===== src/rtl/core/pmmu_pkg.sv =====
// shared types and constants for the paged mmu core
// no dependencies
package pmmu_pkg;
	localparam int PAGE_BYTES = 256;
	localparam int PAGES_PER_TABLE = 16;
	localparam int TABLE_COUNT = 4;
	localparam int BLOCK_COUNT = 32;
	localparam int TOTAL_PAGES = TABLE_COUNT * PAGES_PER_TABLE;
	localparam int PART_PAGES = (TABLE_COUNT / 2) * PAGES_PER_TABLE;
	localparam int PROGRAM_BYTES = PART_PAGES * PAGE_BYTES;
	localparam int OFF_W = $clog2(PAGE_BYTES);
	localparam int PAGE_W = $clog2(TOTAL_PAGES);
	localparam int PART_W = $clog2(PART_PAGES);
	localparam int BLK_W = $clog2(BLOCK_COUNT);

	localparam logic [1:0] RK_PAGE_OUT = 2'd0;
	localparam logic [1:0] RK_PAGE_IN  = 2'd1;
	localparam logic [1:0] RK_ACCESS   = 2'd2;
	localparam logic [1:0] RK_LOAD_ACK = 2'd3;

	localparam logic [1:0] AK_READ  = 2'd0;
	localparam logic [1:0] AK_WRITE = 2'd1;
	localparam logic [1:0] AK_EXEC  = 2'd2;
	localparam logic [1:0] AK_INV   = 2'd3;

	localparam logic [2:0] ST_OK       = 3'd0;
	localparam logic [2:0] ST_OOB      = 3'd1;
	localparam logic [2:0] ST_RDENY    = 3'd2;
	localparam logic [2:0] ST_WDENY    = 3'd3;
	localparam logic [2:0] ST_XDENY    = 3'd4;
	localparam logic [2:0] ST_INVALID  = 3'd5;
	localparam logic [2:0] ST_NOVICTIM = 3'd6;

	typedef struct packed {
		logic        action;
		logic        program_id;
		logic [15:0] virtual_address;
		logic [1:0]  access_kind;
		logic [7:0]  write_value;
		logic [2:0]  protection_bits;
	} req_t;

	typedef struct packed {
		logic [1:0]  result_kind;
		logic [4:0]  frame_number;
		logic [5:0]  backing_page;
		logic [12:0] physical_address;
		logic [1:0]  granted_kind;
		logic [7:0]  data_out;
		logic [2:0]  status;
		logic        last;
	} rsp_t;

	// scan unit control
	typedef struct packed {
		logic             start;
		logic             prog;
	} scan_cmd_t;

	typedef struct packed {
		logic             done;
		logic             blk_found;
		logic [BLK_W-1:0] blk;
		logic             have;
		logic [PAGE_W-1:0] best;
	} scan_rsp_t;
endpackage


===== src/rtl/core/pmmu_scan.sv =====
// sequential scan unit: free block search, then lru victim search
// depends on pmmu_pkg
module pmmu_scan (
	input  logic                          clk,
	input  logic                          arst_n,
	input  pmmu_pkg::scan_cmd_t           cmd,
	input  logic [pmmu_pkg::BLOCK_COUNT-1:0] busy,
	input  logic [pmmu_pkg::TOTAL_PAGES-1:0] resident,
	input  logic [31:0]                   use_rd,
	output logic [pmmu_pkg::PAGE_W-1:0]   use_addr,
	output pmmu_pkg::scan_rsp_t           rsp
);
	typedef enum logic [2:0] {
		S_IDLE = 3'b001,
		S_BLK  = 3'b010,
		S_PG   = 3'b100
	} sstate_t;

	sstate_t                       state_q;
	logic [pmmu_pkg::BLK_W:0]      bcnt_q;
	logic [pmmu_pkg::PART_W:0]     pcnt_q;
	logic                          prog_q;
	logic                          have_q;
	logic [31:0]                   bt_q;
	logic [pmmu_pkg::PAGE_W-1:0]   best_q;
	logic [pmmu_pkg::PAGE_W-1:0]   cur_pg;
	logic [pmmu_pkg::PAGE_W-1:0]   prev_pg;
	logic                          rd_valid_q;

	assign cur_pg = pmmu_pkg::PAGE_W'(prog_q) * pmmu_pkg::PAGE_W'(pmmu_pkg::PART_PAGES)
		+ pmmu_pkg::PAGE_W'(pcnt_q);
	assign prev_pg = cur_pg - 1'b1;
	assign use_addr = cur_pg;

	always_ff @(posedge clk or negedge arst_n) begin
		if (!arst_n) begin
			state_q <= S_IDLE;
			bcnt_q <= '0;
			pcnt_q <= '0;
			prog_q <= 1'b0;
			have_q <= 1'b0;
			rd_valid_q <= 1'b0;
			rsp <= '0;
			bt_q <= '0;
			best_q <= '0;
		end else begin
			rsp.done <= 1'b0;
			case (state_q)
				S_IDLE: begin
					if (cmd.start) begin
						state_q <= S_BLK;
						bcnt_q <= '0;
						prog_q <= cmd.prog;
					end
				end
				S_BLK: begin
					if (!busy[bcnt_q[pmmu_pkg::BLK_W-1:0]]) begin
						rsp.done <= 1'b1;
						rsp.blk_found <= 1'b1;
						rsp.blk <= bcnt_q[pmmu_pkg::BLK_W-1:0];
						state_q <= S_IDLE;
					end else if (bcnt_q == (pmmu_pkg::BLK_W+1)'(pmmu_pkg::BLOCK_COUNT - 1)) begin
						state_q <= S_PG;
						pcnt_q <= '0;
						have_q <= 1'b0;
						rd_valid_q <= 1'b0;
					end else begin
						bcnt_q <= bcnt_q + 1'b1;
					end
				end
				S_PG: begin
					// memory read of use time is registered, so it belongs to the previous counter value
					if (rd_valid_q && resident[prev_pg] && (!have_q || use_rd < bt_q)) begin
						have_q <= 1'b1;
						bt_q <= use_rd;
						best_q <= prev_pg;
					end
					if (pcnt_q == (pmmu_pkg::PART_W+1)'(pmmu_pkg::PART_PAGES)) begin
						state_q <= S_IDLE;
						rsp.done <= 1'b1;
						rsp.blk_found <= 1'b0;
						rsp.have <= have_q
							|| (rd_valid_q && resident[prev_pg]);
						rsp.best <= (rd_valid_q && resident[prev_pg]
							&& (!have_q || use_rd < bt_q)) ? prev_pg : best_q;
					end else begin
						pcnt_q <= pcnt_q + 1'b1;
						rd_valid_q <= 1'b1;
					end
				end
				default: state_q <= S_IDLE;
			endcase
		end
	end

	a_onehot: assert property (@(posedge clk) disable iff (!arst_n) $onehot(state_q))
		else $error("scan state not one-hot");
	a_done_idle: assert property (@(posedge clk) disable iff (!arst_n)
		rsp.done |-> state_q == S_IDLE)
		else $error("scan done outside idle");
	a_pcnt: assert property (@(posedge clk) disable iff (!arst_n)
		pcnt_q <= (pmmu_pkg::PART_W+1)'(pmmu_pkg::PART_PAGES))
		else $error("page counter overrun");
endmodule


===== src/rtl/core/paged_mmu_with_lru_replacement_core.sv =====
// paged mmu top level: page table state, use-time memory and sequencer
// depends on pmmu_pkg and pmmu_scan
// a load or out-of-range item is answered from decode, a hit from the access state; a miss
// searches the blocks (one a cycle) and, if none is free, the partition's pages (one a cycle)
// one item at a time: busy is high from start until the last result strobe
// results come one per cycle on done and cannot be stalled
// asynchronous reset empties the page table, frees all blocks, clears rights and time
module paged_mmu_with_lru_replacement_core (
	input  logic            clk,
	input  logic            arst_n,
	input  logic            start,
	input  pmmu_pkg::req_t  req,
	output logic            busy,
	output logic            done,
	output pmmu_pkg::rsp_t  rsp
);
	typedef enum logic [6:0] {
		M_IDLE  = 7'b0000001,
		M_DEC   = 7'b0000010,
		M_SCAN  = 7'b0000100,
		M_WAIT  = 7'b0001000,
		M_POUT  = 7'b0010000,
		M_PIN   = 7'b0100000,
		M_ACC   = 7'b1000000
	} mstate_t;

	localparam int PW = pmmu_pkg::PAGE_W;
	localparam int BW = pmmu_pkg::BLK_W;

	mstate_t                           state_q;
	pmmu_pkg::req_t                    req_q;
	logic [31:0]                       time_q;
	logic [pmmu_pkg::TOTAL_PAGES-1:0]  resident_q;
	logic [pmmu_pkg::TOTAL_PAGES-1:0]  dirty_q;
	logic [pmmu_pkg::TOTAL_PAGES-1:0]  useval_q;
	logic [pmmu_pkg::TOTAL_PAGES-1:0]  protval_q;
	logic [pmmu_pkg::BLOCK_COUNT-1:0]  busy_blk_q;
	logic [2:0]                        prot_q [pmmu_pkg::TOTAL_PAGES];
	logic [BW-1:0]                     entry_q [pmmu_pkg::TOTAL_PAGES];
	logic [31:0]                       use_mem [pmmu_pkg::TOTAL_PAGES];
	logic [31:0]                       use_rd_q;
	logic [PW-1:0]                     page_q;
	logic [BW-1:0]                     blk_q;
	logic [PW-1:0]                     victim_q;
	logic [BW-1:0]                     ent_rd_q;
	logic [2:0]                        pbits_q;
	logic                              pv_rd_q;

	logic                              oob;
	logic [PW-1:0]                     page_c;
	logic [PW-1:0]                     ent_ra;
	logic [PW-1:0]                     use_addr;
	logic [31:0]                       use_rd;
	logic                              use_we;
	logic [PW-1:0]                     use_wa;
	logic [31:0]                       use_wd;
	pmmu_pkg::scan_cmd_t               scmd;
	pmmu_pkg::scan_rsp_t               srsp;
	logic [2:0]                        acc_status;
	logic [2:0]                        pbits;

	assign busy = (state_q != M_IDLE);
	assign oob = req_q.virtual_address >= 16'(pmmu_pkg::PROGRAM_BYTES);
	assign page_c = PW'(({16'd0, req_q.program_id} * 17'(pmmu_pkg::PROGRAM_BYTES)
		+ 17'(req_q.virtual_address)) >> pmmu_pkg::OFF_W);
	assign pbits = pv_rd_q ? pbits_q : 3'd0;
	assign ent_ra = (state_q == M_WAIT) ? srsp.best : page_c;

	always_comb begin
		case (req_q.access_kind)
			pmmu_pkg::AK_READ:  acc_status = pbits[0] ? pmmu_pkg::ST_OK : pmmu_pkg::ST_RDENY;
			pmmu_pkg::AK_WRITE: acc_status = pbits[1] ? pmmu_pkg::ST_OK : pmmu_pkg::ST_WDENY;
			pmmu_pkg::AK_EXEC:  acc_status = pbits[2] ? pmmu_pkg::ST_OK : pmmu_pkg::ST_XDENY;
			default:            acc_status = pmmu_pkg::ST_INVALID;
		endcase
	end

	assign scmd.start = (state_q == M_DEC) && !oob && !req_q.action && !resident_q[page_c];
	assign scmd.prog = req_q.program_id;

	pmmu_scan u_scan (
		.clk(clk), .arst_n(arst_n), .cmd(scmd), .busy(busy_blk_q),
		.resident(resident_q), .use_rd(use_rd), .use_addr(use_addr), .rsp(srsp)
	);

	// use-time memory; an unwritten entry reads as zero through its valid bit
	always_ff @(posedge clk) begin
		if (use_we) use_mem[use_wa] <= use_wd;
		use_rd_q <= use_mem[use_addr];
	end
	logic uv_rd_q;
	always_ff @(posedge clk or negedge arst_n) begin
		if (!arst_n) begin
			uv_rd_q <= 1'b0;
			pv_rd_q <= 1'b0;
		end else begin
			uv_rd_q <= useval_q[use_addr];
			pv_rd_q <= protval_q[page_c];
		end
	end
	assign use_rd = uv_rd_q ? use_rd_q : 32'd0;

	always_comb begin
		use_we = 1'b0;
		use_wa = page_q;
		use_wd = time_q;
		if (state_q == M_PIN) begin
			use_we = 1'b1;
		end else if (state_q == M_ACC && req_q.access_kind != pmmu_pkg::AK_INV) begin
			use_we = 1'b1;
		end
	end

	always_ff @(posedge clk) begin
		if (state_q == M_IDLE && start) req_q <= req;
		if (state_q == M_DEC) page_q <= page_c;
		if (state_q == M_DEC && !oob && req_q.action) prot_q[page_c] <= req_q.protection_bits;
		if (state_q == M_PIN) entry_q[page_q] <= blk_q;
		if (state_q == M_WAIT && srsp.done) begin
			if (srsp.blk_found) blk_q <= srsp.blk;
			victim_q <= srsp.best;
		end
		if (state_q == M_POUT) blk_q <= ent_rd_q;
		// new entry passes straight through on page-in
		if (state_q == M_PIN) ent_rd_q <= blk_q;
		else ent_rd_q <= entry_q[ent_ra];
		pbits_q <= prot_q[page_c];
	end

	always_ff @(posedge clk or negedge arst_n) begin
		if (!arst_n) begin
			state_q <= M_IDLE;
			time_q <= '0;
			resident_q <= '0;
			dirty_q <= '0;
			useval_q <= '0;
			protval_q <= '0;
			busy_blk_q <= '0;
			done <= 1'b0;
			rsp <= '0;
		end else begin
			done <= 1'b0;
			case (state_q)
				M_IDLE: begin
					if (start) begin
						state_q <= M_DEC;
						time_q <= time_q + 32'd1;
					end
				end
				M_DEC: begin
					if (oob) begin
						done <= 1'b1;
						rsp <= '0;
						rsp.result_kind <= req_q.action ? pmmu_pkg::RK_LOAD_ACK
							: pmmu_pkg::RK_ACCESS;
						rsp.granted_kind <= req_q.action ? 2'd0 : req_q.access_kind;
						rsp.status <= pmmu_pkg::ST_OOB;
						rsp.last <= 1'b1;
						state_q <= M_IDLE;
					end else if (req_q.action) begin
						done <= 1'b1;
						rsp <= '0;
						rsp.result_kind <= pmmu_pkg::RK_LOAD_ACK;
						rsp.backing_page <= 6'(page_c);
						rsp.last <= 1'b1;
						protval_q[page_c] <= 1'b1;
						state_q <= M_IDLE;
					end else if (resident_q[page_c]) begin
						state_q <= M_ACC;
					end else begin
						state_q <= M_SCAN;
					end
				end
				M_SCAN: state_q <= M_WAIT;
				M_WAIT: begin
					if (srsp.done) begin
						if (srsp.blk_found) begin
							busy_blk_q[srsp.blk] <= 1'b1;
							state_q <= M_PIN;
						end else if (!srsp.have) begin
							done <= 1'b1;
							rsp <= '0;
							rsp.result_kind <= pmmu_pkg::RK_ACCESS;
							rsp.backing_page <= 6'(page_q);
							rsp.granted_kind <= req_q.access_kind;
							rsp.status <= pmmu_pkg::ST_NOVICTIM;
							rsp.last <= 1'b1;
							state_q <= M_IDLE;
						end else begin
							state_q <= M_POUT;
						end
					end
				end
				M_POUT: begin
					if (dirty_q[victim_q]) begin
						done <= 1'b1;
						rsp <= '0;
						rsp.result_kind <= pmmu_pkg::RK_PAGE_OUT;
						rsp.frame_number <= 5'(ent_rd_q);
						rsp.backing_page <= 6'(victim_q);
					end
					resident_q[victim_q] <= 1'b0;
					dirty_q[victim_q] <= 1'b0;
					useval_q[victim_q] <= 1'b0;
					state_q <= M_PIN;
				end
				M_PIN: begin
					done <= 1'b1;
					rsp <= '0;
					rsp.result_kind <= pmmu_pkg::RK_PAGE_IN;
					rsp.frame_number <= 5'(blk_q);
					rsp.backing_page <= 6'(page_q);
					resident_q[page_q] <= 1'b1;
					dirty_q[page_q] <= 1'b0;
					useval_q[page_q] <= 1'b1;
					state_q <= M_ACC;
				end
				M_ACC: begin
					done <= 1'b1;
					rsp <= '0;
					rsp.result_kind <= pmmu_pkg::RK_ACCESS;
					rsp.frame_number <= 5'(ent_rd_q);
					rsp.backing_page <= 6'(page_q);
					rsp.physical_address <= 13'({ent_rd_q,
						pmmu_pkg::OFF_W'(req_q.virtual_address)});
					rsp.granted_kind <= req_q.access_kind;
					rsp.status <= acc_status;
					if (req_q.access_kind == pmmu_pkg::AK_WRITE
						&& acc_status == pmmu_pkg::ST_OK) begin
						rsp.data_out <= req_q.write_value;
						dirty_q[page_q] <= 1'b1;
					end
					if (req_q.access_kind != pmmu_pkg::AK_INV) useval_q[page_q] <= 1'b1;
					rsp.last <= 1'b1;
					state_q <= M_IDLE;
				end
				default: state_q <= M_IDLE;
			endcase
		end
	end

	a_onehot: assert property (@(posedge clk) disable iff (!arst_n) $onehot(state_q))
		else $error("main state not one-hot");
	a_last_idle: assert property (@(posedge clk) disable iff (!arst_n)
		(done && rsp.last) |-> state_q == M_IDLE)
		else $error("last result while still working");
	a_pin_res: assert property (@(posedge clk) disable iff (!arst_n)
		state_q == M_PIN |=> resident_q[page_q])
		else $error("page not resident after page-in");
	a_idle_quiet: assert property (@(posedge clk) disable iff (!arst_n)
		(state_q == M_IDLE && !start) |=> !done || $past(state_q) == M_IDLE && !done)
		else $error("result while idle");
endmodule


===== config.mk =====
export PLATFORM = sky130hd
export DESIGN_NAME = paged_mmu_with_lru_replacement_core
export DESIGN_NICKNAME = d
export VERILOG_FILES = /design/src/rtl/core/pmmu_pkg.sv /design/src/rtl/core/pmmu_scan.sv /design/src/rtl/core/paged_mmu_with_lru_replacement_core.sv
export SDC_FILE = /design/constraint.sdc
export NUM_CORES = 2
export LEC_CHECK = 0
export CAP_MARGIN = 20
export CORE_MARGIN = 3
export CORE_UTILIZATION = 59
export DETAILED_ROUTE_END_ITERATION = 16
export DONT_BUFFER_PORTS = 1
export PLACE_DENSITY = 0.85
export SLEW_MARGIN = 5
export SYNTH_ARGS = -nofsm -noshare
export SYNTH_HDL_FRONTEND = slang
export SYNTH_SLANG_ARGS = --single-unit

===== constraint.sdc =====
create_clock -name clk -period 6.8 [get_ports clk]
set_input_delay 1.02 -clock clk [delete_from_list [all_inputs] [get_ports clk]]
set_output_delay 1.02 -clock clk [all_outputs]
set_load 0.01 [all_outputs]

---- Word-level counts from Yosys, hierarchy flattened ----
Memory sizes are Yosys's and may differ from the RTL's. A register that Yosys moved wholly into a read port is not among the register bits.
Cells that the tools add are included.
word-level totals
  output and inout port bits .............. 42
  bits in registers ....................... 493
  bits in writable memories ............... 2560
  input bits .............................. 34
  logic and storage cells ................. 248
  memories kept ........................... 3
operators by class
  reductions and logical operators ........ 47
  order comparisons ....................... 13
  add/subtract/negate cells ............... 6
  equality and inequality tests ........... 33
  mux-type cells .......................... 92
  bitwise logic cells ..................... 13
memory list
  memory   depth  width  read ports  clocked after memory_dff  wr ports  line                                       RTL
  use_mem  64     32     1           1                         1         paged_mmu_with_lru_replacement_core.sv:40  logic [31:0] use_mem [pmmu_pkg::TOTAL_PAGES];
  entry_q  64     5      1           0                         1         paged_mmu_with_lru_replacement_core.sv:39  logic [BW-1:0] entry_q [pmmu_pkg::TOTAL_PAGES];
  prot_q   64     3      1           1                         1         paged_mmu_with_lru_replacement_core.sv:38  logic [2:0] prot_q [pmmu_pkg::TOTAL_PAGES];
operators by type and width
  kind                   number
  $pmux 64 s3            2
  $and 64x64->64         4
  $or 64x64->64          4
  $mux 40                6
  $pmux 40 s5            1
  $mux 64                2
  $not 64->64            2
  $pmux 64 s2            1
  $mux 6                 9
  $mux 7                 6
  $pmux 7 s6             1
  $lt 6x7->1 const B     5
  $add 32x1->32 const B  1
  $lt 32x32->1           1
  $mux 32                1
  $or 32x32->32          1
  $bmux 1 s6             5
  $mux 1                 29
  $mux 5                 5
  $pmux 6 s2             2
  $demux 1 s6            3
  $ge 6x1->1 const B     3
  $mux 3                 6
  $pmux 3 s3             2
  46 further kinds       102

---- Logic depth before layout (Yosys ltp) ----
  depth in word-level cells ............... 8
  depth in mapped cells ................... 16

---- Hierarchy ----
A second synthesis with hierarchy kept.
second synthesis, totals
  cells, all modules ...................... 6597
  area total of the unflattened synthesis .. 122547.5 µm²
modules (own cells, without submodules)
  module                               sequential area each (µm²)  area an instance (µm²)  times used  cells an instance
  paged_mmu_with_lru_replacement_core  88351.0                     117919.3                1           6186
  pmmu_scan                            1752.9                      4628.2                  1           411

---- Worst setup path after synthesis ----
No wires, ideal clock.
  path type ............................... register -> register
  from .................................... register state_q[0]
  to ...................................... memory use_mem[63][0] (enable)
  path slack .............................. 2.119 ns
  cell stages (with the launch flop) ...... 7
  data arrival time ....................... 4.220 ns
  path buffers ............................ 2
  cells stage by stage .................... dfstp_2 -> buf_2 -> nor4_2 -> nor4bb_1 -> clkbuf_1 -> a21oi_1 -> nor3_1
on the way
  longest elaborated chain between the ends .. 6
ends and longest elaborated chain
  what                            line                                        RTL
  start: declaration              paged_mmu_with_lru_replacement_core.sv:30   mstate_t state_q;
  start signal: assignment        paged_mmu_with_lru_replacement_core.sv:132  state_q <= M_IDLE;
  start signal: assignment        paged_mmu_with_lru_replacement_core.sv:146  state_q <= M_DEC;
  start signal: assignment        paged_mmu_with_lru_replacement_core.sv:159  state_q <= M_IDLE;
  $eq 7x7->1                      paged_mmu_with_lru_replacement_core.sv:109  end else if (state_q == M_ACC && req_q.access_kind != pmmu_pkg::AK_INV) begin
  $logic_and 1x1->1               paged_mmu_with_lru_replacement_core.sv:109
  $mux 1                          paged_mmu_with_lru_replacement_core.sv:109
  $mux 1 *                        paged_mmu_with_lru_replacement_core.sv:107  if (state_q == M_PIN) begin
  $mux 1 *                        paged_mmu_with_lru_replacement_core.sv:88   if (use_we) use_mem[use_wa] <= use_wd;
  $mux 1 (not written as such) *  paged_mmu_with_lru_replacement_core.sv:88
  end: declaration                paged_mmu_with_lru_replacement_core.sv:40
Mark *: on every way between the ends. The rest lies on a longest branch, timed or not.

---- Worst setup path after layout ----
  from .................................... register uv_rd_q
  to ...................................... register u_scan.bt_q[28]
on the way
  longest elaborated chain between the ends .. 5
ends and longest elaborated chain
  what                               line                                        RTL
  start: declaration                 paged_mmu_with_lru_replacement_core.sv:91   logic uv_rd_q;
  start signal: assignment           paged_mmu_with_lru_replacement_core.sv:97   uv_rd_q <= useval_q[use_addr];
  $mux 32                            paged_mmu_with_lru_replacement_core.sv:101  assign use_rd = uv_rd_q ? use_rd_q : 32'd0;
  named net u_scan.use_rd[17]        pmmu_scan.sv:9                              input logic [31:0] use_rd,
  $lt 32x32->1                       pmmu_scan.sv:73                             if (rd_valid_q && resident[prev_pg] && (!have_q || use_rd < bt_q)) begin
  $logic_or 1x1->1                   pmmu_scan.sv:73
  $logic_and 1x1->1                  pmmu_scan.sv:73
  $reduce_and 2->1 (no source line)  n/a
  end signal: assignment             pmmu_scan.sv:75                             bt_q <= use_rd;
  end: declaration                   pmmu_scan.sv:24                             logic [31:0] bt_q;
The timed path passes the listed nets, and every way through them passes these cells.
A chain may end at the register's enable or synchronous reset.

==> impl_metrics.csv <==
group,metric,value,unit
status,status,"complete, no violations",
worst_setup_path,crit_start,"uv_rd_q",
sta,timing.setup.tns,0,ns
grt,grt_pass1_vias,74500,
sta,setup_viol,0,
logic_synthesis,synth_xor_area_share,0.291,%
logic_synthesis,ys_top_cells_by_area,"edfxtp_1, mux4_2, dfrtp_1",
final_layout,fillers,11900,
worst_setup_path,crit_top_cell,"a21oi_1",
final_layout,drive_above_1_share,24.0,%
logic_synthesis,syn_area_per_cell,18.4,sq um
die,coreArea,0.206,sq mm
final_layout,multi_input_comb_area,0.0314,sq mm
sta,fin_crit_sh,83.4,%
logic_synthesis,synth_top_area_share,63.8,%
grt,grt_use_total,38.8,%
worst_setup_path,path_class,"reg2reg",
worst_setup_path,arrival,6.55,ns
drt,vias_per_cell,7.79,
final_layout,final_area,0.137,sq mm
drt,drtIter0Drc,16000,
die,fp.dieH,462,microns
grt,antenna_found_initial,41,
final_layout,syn2layout_area_growth,12.1,%
drt,drc,0,
clocking,h-tree-depth,5,
clocking,cts_resized,0,
clocking,cts_buffers,315,
clocking,cts_root_buffer,"clkbuf_16",
sta,min_period,5.67,ns
die,rows,166,
logic_synthesis,ys_seq_elements,3087,
logic_synthesis,ys_seq_area_share,73.4,%
clocking,cts_buffer_depth,4,
grt,grt_pass1_wl,573000,microns
drt,wl,416000,microns
place,dpl_cell_area,0.127,sq mm
logic_synthesis,synth_compound_area_share,4.91,%
sta,worst_pin_slew,1.39,ns
die,die_area,0.213,sq mm
worst_setup_path,crit_chain,"and2_1 > ha_1 > a21oi_1 > nor2_1 > a2111oi_0 > a21oi_1 > o31ai_1 > clkbuf_4 > nand3_1 > or2_2 > buf_4 > mux2_4",
worst_setup_path,cp.buffers_inverters,2,
worst_setup_path,critPathMaxFanout,32,
logic_synthesis,synth_top_family_by_area,"multiplexers",
sta,finalHoldViolations,0,
worst_setup_path,startpoint_type,"register",
final_layout,seq_area,0.0902,sq mm
worst_setup_path,r2r-start,"uv_rd_q",
logic_synthesis,synthArstFlopShare,14.2,%
worst_setup_path,slowest_stage,"dfrtp_1",
place,place_ws,1.47,ns
sta,worst_slack,1.13,ns
sta,max-slew-margin-rel,7.33,%
worst_setup_path,path_delay_family,"compound AO/OA/AOI/OAI gates",
logic_synthesis,synth_cell_types,89,
logic_synthesis,syn_inst,6678,
sta,slew_viol_final,0,
final_layout,fin_nets,6913,
logic_synthesis,syn_area,0.123,sq mm
clocking,cts_tree,"done",
die,start_util,59.7,%
place,routabilityCongestion,0.982,
logic_synthesis,yosysMostFrequentCell,"edfxtp_1",
logic_synthesis,yosys-top-cells-count,"edfxtp_1, mux4_2, nand2_1",
clocking,clock_latency,1.02,ns
worst_setup_path,critPathMaxStageDelay,1.27,ns
die,io_pins,76,
logic_synthesis,synth_ff_type,"edfxtp_1",
logic_synthesis,yosysTopAreaCell,"edfxtp_1",
place,dp_hpwl,210000,microns
worst_setup_path,rrSetupSlack,1.13,ns
sta,rsz0062_at_grt,"no",
drt,drt-wirelength-per-cell,42.5,microns
logic_synthesis,synth_edf_count,2608,
sta,finClkSkew,0.130,ns
clocking,cts.clk_slew.worst_paths,0.07,ns
logic_synthesis,synth-simple-area-share,4.75,%
grt,grt_max_degree,234,
clocking,cts_sinks,3087,
sta,fmax,176,MHz
final_layout,final_cells,9795,
worst_setup_path,worstRegToRegCells,12,
worst_hold_path,min_path_type,"in2async",
drt,antenna_left,0,
die,dieWidth,462,microns
drt,dr_total_vias,76300,
power_and_ir_drop,power.leakage,47.7,nW
place,portBuffers,0,
worst_setup_path,timing.rr.end,"u_scan.bt_q[28]",
drt,first_pass_iters,12,
run,cap_violations,0,
logic_synthesis,yosys_warnings,0,
place,dp_cells,9166,
power_and_ir_drop,power.density,295,mW/mm^2
logic_synthesis,muxShareOfSynthArea,14.7,%
power_and_ir_drop,ir_worst_vdd,0.457,mV
grt,overflow,0,
logic_synthesis,synth.net_count,6748,
worst_setup_path,end_kind,"register",
logic_synthesis,yosys.area_share.adder,0.367,%
sta,whs,0.00124,ns
worst_setup_path,cp.required,7.68,ns
flip-flops by register name (all words and copies together), names as in the netlist, 7 cells and up:
name and count:
use_mem 2048, entry_q 320, time_q 32, resident_q 64, busy_blk_q 32, req_q 31, state_q 7, u_scan.rsp 14
prot_q 192, dirty_q 64, use_rd_q 32, u_scan.bt_q 32, protval_q 64, rsp 39, useval_q 64
logic make-up (layout without fill, tap and decap cells):
group / Yosys count / after routing
buffers and inverters: 453 / 855
XOR/XNOR: 39 / 39
adder cells (fa/ha/maj): 36 / 36
other: 0 / 27
flip-flops: 3087 / 3087
multiplexers: 866 / 866
AO/OA/AOI/OAI: 941 / 941
AND/OR/NAND/NOR: 1256 / 1256
cell usage in the layout, fill, tap and decap left out, types with 20 or more instances in the layout:
cell       instances
o31ai_1           21
ha_1              36
a22oi_1          108
nand2_1          444
nor3_1            20
inv_1             60
dfxtp_1           40
nor2_1           313
dfrtp_1          400
edfxtp_1        2608
clkinv_1          36
clkbuf_8          36
and3_1            21
xnor2_1           28
nand4_1           47
bufinv_16         20
buf_4            191
a21oi_1          252
o21ai_0          238
a221oi_1          23
clkbuf_16        323
clkinv_2          62
mux2_2            36
a22o_1            45
clkbuf_1          67
diode_2           27
a31oi_1           72
mux4_2           728
buf_12            22
dfrtp_2           29
a21o_1            39
nor2_4            66
nand3_1          108
a32oi_1           30
or2_2             72
mux2i_1           75
and2_1            48
worst max-delay path by stage:
stage	to	slack, ns	depth (start not counted)
detailed placement	u_scan.bt_q[18]	1.47	10
CTS	u_scan.bt_q[28]	1.36	10
global route	u_scan.bt_q[28]	1.07	10
floorplan	use_mem[63][0]	2.12	6
global placement	u_scan.bt_q[29]	1.61	10
finish	u_scan.bt_q[28]	1.13	12
layer usage:
metal / vias up / global-route usage [%] / part of all wire (%)
li1: 27200 / - / -
met2: 8993 / 57.3 / 45
met1: 37600 / 45.8 / 29
met4: 42 / 30.3 / 10
met5: - / 1.13 / 0.12
met3: 2481 / 14.8 / 15
power breakdown:
| part | switching, mW | leakage (nW) | internal [mW] |
|---|---|---|---|
| clock network | 7.65 | 4.94 | 9.85 |
| logic | 1.48 | 10.6 | 0.504 |
| registers | 0.221 | 32.2 | 20.8 |
| total | 9.36 | 47.7 | 31.2 |
what timing repair did:
item,in CTS,in global routing
hold buffers,3,1
hold endpoints to repair,204,35
setup buffers,0,0
final cells by class:
class | instances | area share [%]
sequential | 3087 | 65.6
multi-input combinational | 3138 | 22.8
clock buffer | 425 | 6.41
tap | 2688 | 2.45
timing repair buffer | 237 | 1.65
clock inverter | 129 | 0.852
inverter | 64 | 0.175
antenna | 27 | 0.0491
metrics by stage:
step                power, mW  util (%)
global route             41.1      66.8
floorplan                22.4         -
detailed placement       23.2      61.6
global placement         23.1      61.6
CTS                      40.3      66.5
finish                   40.5      66.9
worst reg2reg max path: stages, from the launching register on:
cell	delay (ns)
dfrtp_1	1.27
and2_1	0.33
ha_1	0.31
a21oi_1	0.76
nor2_1	0.15
a2111oi_0	0.47
a21oi_1	0.14
o31ai_1	0.25
clkbuf_4	0.28
nand3_1	0.09
or2_2	0.69
buf_4	0.45
mux2_4	0.34
Power figures use the tool's default switching activity.
